**src/hdl/lkd_pkg.sv**
```systemverilog
// ----------------------------------------------------------------------------
// lkd_pkg
// Shared constants and types for the keyed byte descrambler.
// ----------------------------------------------------------------------------
`default_nettype none

package lkd_pkg;

   localparam int unsigned KEY_W      = 32;
   localparam int unsigned ENTRY_W    = 15;
   localparam int unsigned BYTE_W     = 8;
   localparam int unsigned POS_W      = 8;
   localparam int unsigned POS_RANGE  = 256;
   localparam int unsigned CSR_ADDR_W = 2;

   localparam logic [KEY_W-1:0] GEN_MUL = 32'h0003_43FD;
   localparam logic [KEY_W-1:0] GEN_ADD = 32'h0026_9EC3;

   typedef enum logic [CSR_ADDR_W-1:0] {
      CSR_KEY    = 2'd0,
      CSR_ENABLE = 2'd1
   } csr_index_type;

   typedef struct packed {
      logic busy;
      logic wr_en;
   } fill_status_type;

endpackage

`default_nettype wire

```
**src/hdl/lkd_keygen.sv**
```systemverilog
// ----------------------------------------------------------------------------
// lkd_keygen
// Generator sweep: steps the LCG once per cycle while a fill is busy and writes bits
// 30..16 of each next value into successive keystream table entries.
// ----------------------------------------------------------------------------
`default_nettype none

module lkd_keygen
   import lkd_pkg::*;
#(
   parameter int unsigned TABLE_DEPTH = 256,
   parameter int unsigned IDX_W       = 8
) (
   input  wire logic                clock,
   input  wire logic                reset,
   input  wire logic                key_load,
   input  wire logic [KEY_W-1:0]    key_value,
   output fill_status_type          status,
   output logic [IDX_W-1:0]         wr_addr,
   output logic [ENTRY_W-1:0]       wr_entry
);

   localparam logic [IDX_W-1:0] LAST_IDX = IDX_W'(TABLE_DEPTH - 1);

   logic [KEY_W-1:0] x_ff, x_in;
   logic [IDX_W-1:0] cnt_ff, cnt_in;
   logic             busy_ff, busy_in;
   logic [KEY_W-1:0] x_next;

   assign x_next = KEY_W'(x_ff * GEN_MUL) + GEN_ADD;

   always_comb begin
      x_in    = x_ff;
      cnt_in  = cnt_ff;
      busy_in = busy_ff;
      if (key_load) begin
         x_in    = key_value;
         cnt_in  = '0;
         busy_in = 1'b1;
      end else if (busy_ff) begin
         x_in   = x_next;
         cnt_in = cnt_ff + 1'b1;
         if (cnt_ff == LAST_IDX) begin
            busy_in = 1'b0;
         end
      end
   end

   always_ff @(posedge clock) begin
      if (reset) begin
         x_ff    <= '0;
         cnt_ff  <= '0;
         busy_ff <= 1'b1;
      end else begin
         x_ff    <= x_in;
         cnt_ff  <= cnt_in;
         busy_ff <= busy_in;
      end
   end

   assign status.busy  = busy_ff;
   assign status.wr_en = busy_ff && !key_load;
   assign wr_addr      = cnt_ff;
   assign wr_entry     = x_next[30:16];

endmodule

`default_nettype wire

```
**src/hdl/lcg_keyed_byte_descrambler.sv**
```systemverilog
// ----------------------------------------------------------------------------
// lcg_keyed_byte_descrambler
// Descrambles a byte stream with a keystream table filled by an LCG seeded
// from a 32-bit key: out = (byte ^ entry[7:0]) - entry[14:8] when enabled.
// ----------------------------------------------------------------------------
//  channel | dir | tdata / data               | sideband
//  req_    | in  | [7:0] data_byte,[15:8] pos | tlast = chunk_end
//  rsp_    | out | [7:0] plain_byte           | tlast = last_of_chunk
//  csr_    | in  | wdata[31:0], index 0 key,  | ready always high
//          |     | index 1 enable             |
//
//  Three register stages (index, table read, result); one byte per cycle while
//  neither the output nor a table fill stalls. Each stage loads when empty or
//  when the next drains. After reset and after every key write the table is
//  refilled, one entry per cycle; req_tready stays low meanwhile.
//  Reset is synchronous, clears valid bits and the enable, restarts the fill.
// ----------------------------------------------------------------------------
`default_nettype none

module lcg_keyed_byte_descrambler
   import lkd_pkg::*;
#(
   parameter int unsigned TABLE_DEPTH = 256
) (
   input  wire logic                  clock,
   input  wire logic                  reset,
   input  wire logic                  req_tvalid,
   output logic                       req_tready,
   input  wire logic [15:0]           req_tdata,   // [7:0] data_byte, [15:8] position
   input  wire logic                  req_tlast,
   output logic                       rsp_tvalid,
   input  wire logic                  rsp_tready,
   output logic [7:0]                 rsp_tdata,   // [7:0] plain_byte
   output logic                       rsp_tlast,
   input  wire logic                  csr_valid,
   output logic                       csr_ready,
   input  wire logic [CSR_ADDR_W-1:0] csr_index,
   input  wire logic [KEY_W-1:0]      csr_wdata
);

   localparam int unsigned IDX_W = $clog2(TABLE_DEPTH);

   logic                csr_fire;
   logic                key_load;
   logic                enable_ff, enable_in;
   fill_status_type     fill_st;
   logic [IDX_W-1:0]    fill_addr;
   logic [ENTRY_W-1:0]  fill_entry;

   logic [ENTRY_W-1:0]  table_mem [TABLE_DEPTH];
   logic [IDX_W-1:0]    pos_map [POS_RANGE];

   logic                rdy1, rdy2, rdy3;
   logic                req_fire;

   logic                v1_ff, v2_ff, v3_ff;
   logic [IDX_W-1:0]    idx1_ff;
   logic [BYTE_W-1:0]   byte1_ff, byte2_ff, byte3_ff, byte3_in;
   logic                last1_ff, last2_ff, last3_ff;
   logic [ENTRY_W-1:0]  entry2_ff;
   logic [BYTE_W-1:0]   mixed;

   assign csr_ready = 1'b1;
   assign csr_fire  = csr_valid && csr_ready;
   assign key_load  = csr_fire && (csr_index == CSR_KEY);

   always_comb begin
      enable_in = enable_ff;
      if (csr_fire) begin
         case (csr_index)
            CSR_ENABLE: enable_in = csr_wdata[0];
            default:    enable_in = enable_ff;
         endcase
      end
   end

   always_ff @(posedge clock) begin
      if (reset) begin
         enable_ff <= 1'b0;
      end else begin
         enable_ff <= enable_in;
      end
   end

   lkd_keygen #(
      .TABLE_DEPTH (TABLE_DEPTH),
      .IDX_W       (IDX_W)
   ) u_keygen (
      .clock     (clock),
      .reset     (reset),
      .key_load  (key_load),
      .key_value (csr_wdata),
      .status    (fill_st),
      .wr_addr   (fill_addr),
      .wr_entry  (fill_entry)
   );

   for (genvar g = 0; g < POS_RANGE; g++) begin : g_pos_map
      assign pos_map[g] = IDX_W'(g % TABLE_DEPTH);
   end

   assign rdy3       = !v3_ff || rsp_tready;
   assign rdy2       = !v2_ff || rdy3;
   assign rdy1       = !v1_ff || rdy2;
   assign req_tready = rdy1 && !fill_st.busy;
   assign req_fire   = req_tvalid && req_tready;

   // stage 1: table index
   always_ff @(posedge clock) begin
      if (reset) begin
         v1_ff <= 1'b0;
      end else if (rdy1) begin
         v1_ff <= req_fire;
      end
   end

   always_ff @(posedge clock) begin
      if (rdy1) begin
         idx1_ff  <= pos_map[req_tdata[15:8]];
         byte1_ff <= req_tdata[7:0];
         last1_ff <= req_tlast;
      end
   end

   // table write by the fill engine, registered read for stage 2
   always_ff @(posedge clock) begin
      if (fill_st.wr_en) begin
         table_mem[fill_addr] <= fill_entry;
      end
   end

   always_ff @(posedge clock) begin
      if (rdy2) begin
         entry2_ff <= table_mem[idx1_ff];
         byte2_ff  <= byte1_ff;
         last2_ff  <= last1_ff;
      end
   end

   always_ff @(posedge clock) begin
      if (reset) begin
         v2_ff <= 1'b0;
      end else if (rdy2) begin
         v2_ff <= v1_ff;
      end
   end

   // stage 3: descramble (or pass through when disabled) into the output register
   assign mixed    = (byte2_ff ^ entry2_ff[7:0]) - {1'b0, entry2_ff[14:8]};
   assign byte3_in = enable_ff ? mixed : byte2_ff;

   always_ff @(posedge clock) begin
      if (rdy3) begin
         byte3_ff <= byte3_in;
         last3_ff <= last2_ff;
      end
   end

   always_ff @(posedge clock) begin
      if (reset) begin
         v3_ff <= 1'b0;
      end else if (rdy3) begin
         v3_ff <= v2_ff;
      end
   end

   assign rsp_tvalid = v3_ff;
   assign rsp_tdata  = byte3_ff;
   assign rsp_tlast  = last3_ff;

`ifndef SYNTHESIS
   a_no_accept_while_fill: assert property (@(posedge clock) disable iff (reset)
      fill_st.busy |-> !req_tready)
      else $error("input transfer taken while table fill in progress");

   a_key_starts_fill: assert property (@(posedge clock) disable iff (reset)
      key_load |=> fill_st.busy)
      else $error("key write did not start a table fill");

   a_accept_enters_pipe: assert property (@(posedge clock) disable iff (reset)
      req_fire |=> v1_ff)
      else $error("accepted transfer did not enter stage 1");
`endif

endmodule

`default_nettype wire
```
**config.mk**
```make
export PLATFORM = sky130hd
export DESIGN_NAME = lcg_keyed_byte_descrambler
export DESIGN_NICKNAME = d
export VERILOG_FILES = /design/src/hdl/lkd_pkg.sv /design/src/hdl/lkd_keygen.sv /design/src/hdl/lcg_keyed_byte_descrambler.sv
export SDC_FILE = /design/constraint.sdc
export NUM_CORES = 2
export LEC_CHECK = 0
export BUFFER_PORTS_ARGS = -buffer_cell sky130_fd_sc_hd__buf_4
export CORE_MARGIN = 2
export CORE_UTILIZATION = 63
export CTS_CLUSTER_DIAMETER = 200
export DETAILED_ROUTE_END_ITERATION = 16
export PLACE_DENSITY = 0.79
export SLEW_MARGIN = 40
export SYNTH_ARGS = -nofsm -noshare
export SYNTH_HDL_FRONTEND = slang
export SYNTH_SLANG_ARGS = --single-unit
```
**constraint.sdc**
```tcl
create_clock -name clock -period 17.2 [get_ports clock]
set_input_delay 0.86 -clock clock [delete_from_list [all_inputs] [get_ports clock]]
set_output_delay 0.86 -clock clock [all_outputs]
set_load 0.02 [all_outputs]
```
==> flow_metrics.env <==
export IMPL_outcome="completed"
export IMPL_viasPerCell=7.24
export IMPL_dieHeight_um=505
export IMPL_reg2reg_depth=21
export IMPL_worstSkewPairLatency_ns=1.02
export IMPL_drt_iter0_markers=13300
export IMPL_drv_slew=0
export IMPL_tightest_slew_ns=0.935
export IMPL_cts_sinks=3934
export IMPL_dieArea_mm2=0.255
export IMPL_drive_above_1_share_pct=29.6
export IMPL_hold_depth=1
export IMPL_layout_nets=7792
export IMPL_grt_max_degree=209
export IMPL_clock_skew_ns=0.0878
export IMPL_grt_first_pass_wirelength_um=611000
export IMPL_cts_root_buf="clkbuf_16"
export IMPL_portBuffers=65
export IMPL_crit_path_frequent_cell="fa_1"
export IMPL_dr_pass1_iters=5
export IMPL_num_rows=183
export IMPL_synth_nets=7336
export IMPL_clk_path_buf_depth=4
export IMPL_ioPinCount=68
export IMPL_final_common_cell="edfxtp_1"
export IMPL_cp_endpoint="table_mem[77][11]"
export IMPL_cap_violations=0
export IMPL_cts_resized=0
export IMPL_hold_viol=0
export IMPL_grt_usage_pct=34.0
export IMPL_crit_family="adder cells"
export IMPL_critPathLaunch="u_keygen.x_ff[3]"
export IMPL_drt_wl_total_um=432000
export IMPL_startpoint_type="register"
export IMPL_synth_ff_type="edfxtp_1"
export IMPL_rr_endpoint="table_mem[77][11]"
export IMPL_arrival_ns=9.33
export IMPL_async_flop_share_pct=0
export IMPL_syn_inst=6959
export IMPL_rsz0062_at_grt="no"
export IMPL_yosysSeqAreaShare_pct=74.4
export IMPL_path_class="reg -> reg"
export IMPL_crit_chain="fa_1, inv_1, fa_1, fa_1, inv_1, fa_1, inv_1, fa_1, fa_1, inv_1, ha_1, nand2_1, o21ai_0, a211oi_1, o21ai_1, buf_4, a31oi_1, xnor2_4, buf_6, buf_4, buf_12"
export IMPL_crit_fanout=102
export IMPL_endpoint_kind="register"
export IMPL_setup_tns_ns=0
export IMPL_critical_path_depth=21
export IMPL_r2r_start="u_keygen.x_ff[3]"
export IMPL_syn_cell_area_mm2=0.158
export IMPL_fin_crit_ns=8.56
export IMPL_routedWlPerCell_um=39.1
export IMPL_cts_buffers_inserted=389
export IMPL_synth_edf_count=3890
export IMPL_path_buf_inv=8
export IMPL_min_period_over_period_pct=49.8
export IMPL_ys_ff_latch=3934
export IMPL_final_cell_mix="edfxtp_1, mux4_2, clkbuf_16"
export IMPL_required_ns=17.97
export IMPL_yosysWarnings=0
export IMPL_fmaxAchievable_ghz=0.117
export IMPL_reg2reg_slack_ns=8.64
export IMPL_drcViolationCount=0
export IMPL_synth_cell_type_count=55
export IMPL_clkSlewWorstSetupHoldPaths_ns=0.06
export IMPL_antenna_found_initial=32
export IMPL_coreArea_mm2=0.249
export IMPL_grt_pass1_vias=80500
export IMPL_ant_nets=0
export IMPL_start_util_pct=63.5
export IMPL_worstHoldStart="req_tdata[2]"
export IMPL_dr_total_vias=80100
export IMPL_min_path_type="in -> reg"
export IMPL_tritoncts="done"
export IMPL_setup_viol=0
export IMPL_fill_cells=13200
export IMPL_die_x_um=505
export IMPL_place_hpwl_um=214000
export IMPL_slew_limit_headroom_pct=37.4
export IMPL_critical_path_max_stage_delay_ns=0.75
export IMPL_syn_area_per_cell_um2=22.7
export IMPL_place_congestion=0.836
export IMPL_cts_max_level=5
export IMPL_area_growth_pct=12.4
export IMPL_grt_overflow_total=0
export IMPL_slowest_stage="a211oi_1"
-- worst min-delay path by stage --
stage	slack, ns	to
2_1_floorplan	0.40	byte2_ff[0]
3_3_place_gp	0.41	byte2_ff[4]
3_5_place_dp	0.41	byte2_ff[4]
4_1_cts	0.005	byte1_ff[2]
5_1_grt	0.03	byte1_ff[2]
6_report	0.05	byte1_ff[2]
-- state kept, by name, indices dropped and copies added (netlist names) --
| register | count |
|---|---|
| last1_ff | 1 |
| byte2_ff | 8 |
| u_keygen.wr_addr | 8 |
| rsp_tdata | 8 |
| entry2_ff | 15 |
| idx1_ff | 8 |
| enable_ff | 1 |
| v2_ff | 1 |
| rsp_tvalid | 1 |
| u_keygen.busy_ff | 1 |
| v1_ff | 1 |
| byte1_ff | 8 |
| u_keygen.x_ff | 31 |
| table_mem | 3840 |
| rsp_tlast | 1 |
| last2_ff | 1 |
-- Yosys cell counts, types with 28 or more instances --
| cell | count | area share [%] |
|---|---|---|
| edfxtp_1 | 3890 | 74 |
| mux4_2 | 1260 | 18 |
| inv_1 | 358 | 0.85 |
| nor2_1 | 302 | 0.72 |
| clkbuf_1 | 217 | 0.51 |
| fa_1 | 175 | 2.2 |
| ha_1 | 146 | 1.2 |
| buf_2 | 90 | 0.28 |
| nand2_1 | 76 | 0.18 |
| a21oi_1 | 49 | 0.16 |
| xnor2_1 | 48 | 0.27 |
| dfxtp_1 | 44 | 0.56 |
| o21ai_0 | 36 | 0.11 |
| a22oi_1 | 32 | 0.15 |
| buf_1 | 28 | 0.066 |
-- layer usage --
metal	routed length (um)	global-route usage (%)	vias up
li1	-	-	29800
met5	354	0	-
met2	211000	53.9	7011
met1	142000	45.6	42000
met4	24800	15.6	50
met3	53400	8.05	1292
-- timing repair --
| action | 4_1_cts | 5_1_grt |
|---|---|---|
| hold endpoints to repair | 8 | 0 |
| buffers inserted | 0 | 0 |
| hold buffers | 8 | 0 |
-- cell type report --
cell class                 instances  area [um2]  area share [%]
antenna                            9        22.5          0.0127
multi-input combinational       2323       38300            21.5
clock inverter                   228        2290            1.29
timing repair buffer             409        3870            2.18
sequential                      3934      118000            66.2
clock buffer                     462       10100            5.69
inverter                         358        1370           0.770
tap                             3330        4170            2.34
-- cells by family after synthesis --
logic type,after synthesis,synth area share [%]
flip-flops,3934,74.4
multiplexers,1288,18.1
AO/OA/AOI/OAI,187,0.754
XOR/XNOR,74,0.410
other,1,0.00237
adder cells (fa/ha/maj),322,3.38
AND/OR/NAND/NOR,451,1.18
buffers and inverters,702,1.76
-- metrics by stage --
stage / util [%] / hold slack, ns / cell area (um2) / std cells / setup slack (ns)
floorplan: - / 0.400 / 158000 / 6959 / 3.08
global placement: 65.9 / 0.408 / 164000 / 10300 / 8.53
detailed placement: 66.2 / 0.411 / 165000 / 10300 / 8.88
CTS: 71.2 / 0.00501 / 177000 / 11000 / 8.76
global route: 71.4 / 0.0322 / 178000 / 11000 / 8.26
finish: 71.4 / 0.0497 / 178000 / 11100 / 8.64
Power is left out: the tool's default activity adds up to more than one toggle a clock period on the data nets, which glitch-free logic cannot reach.
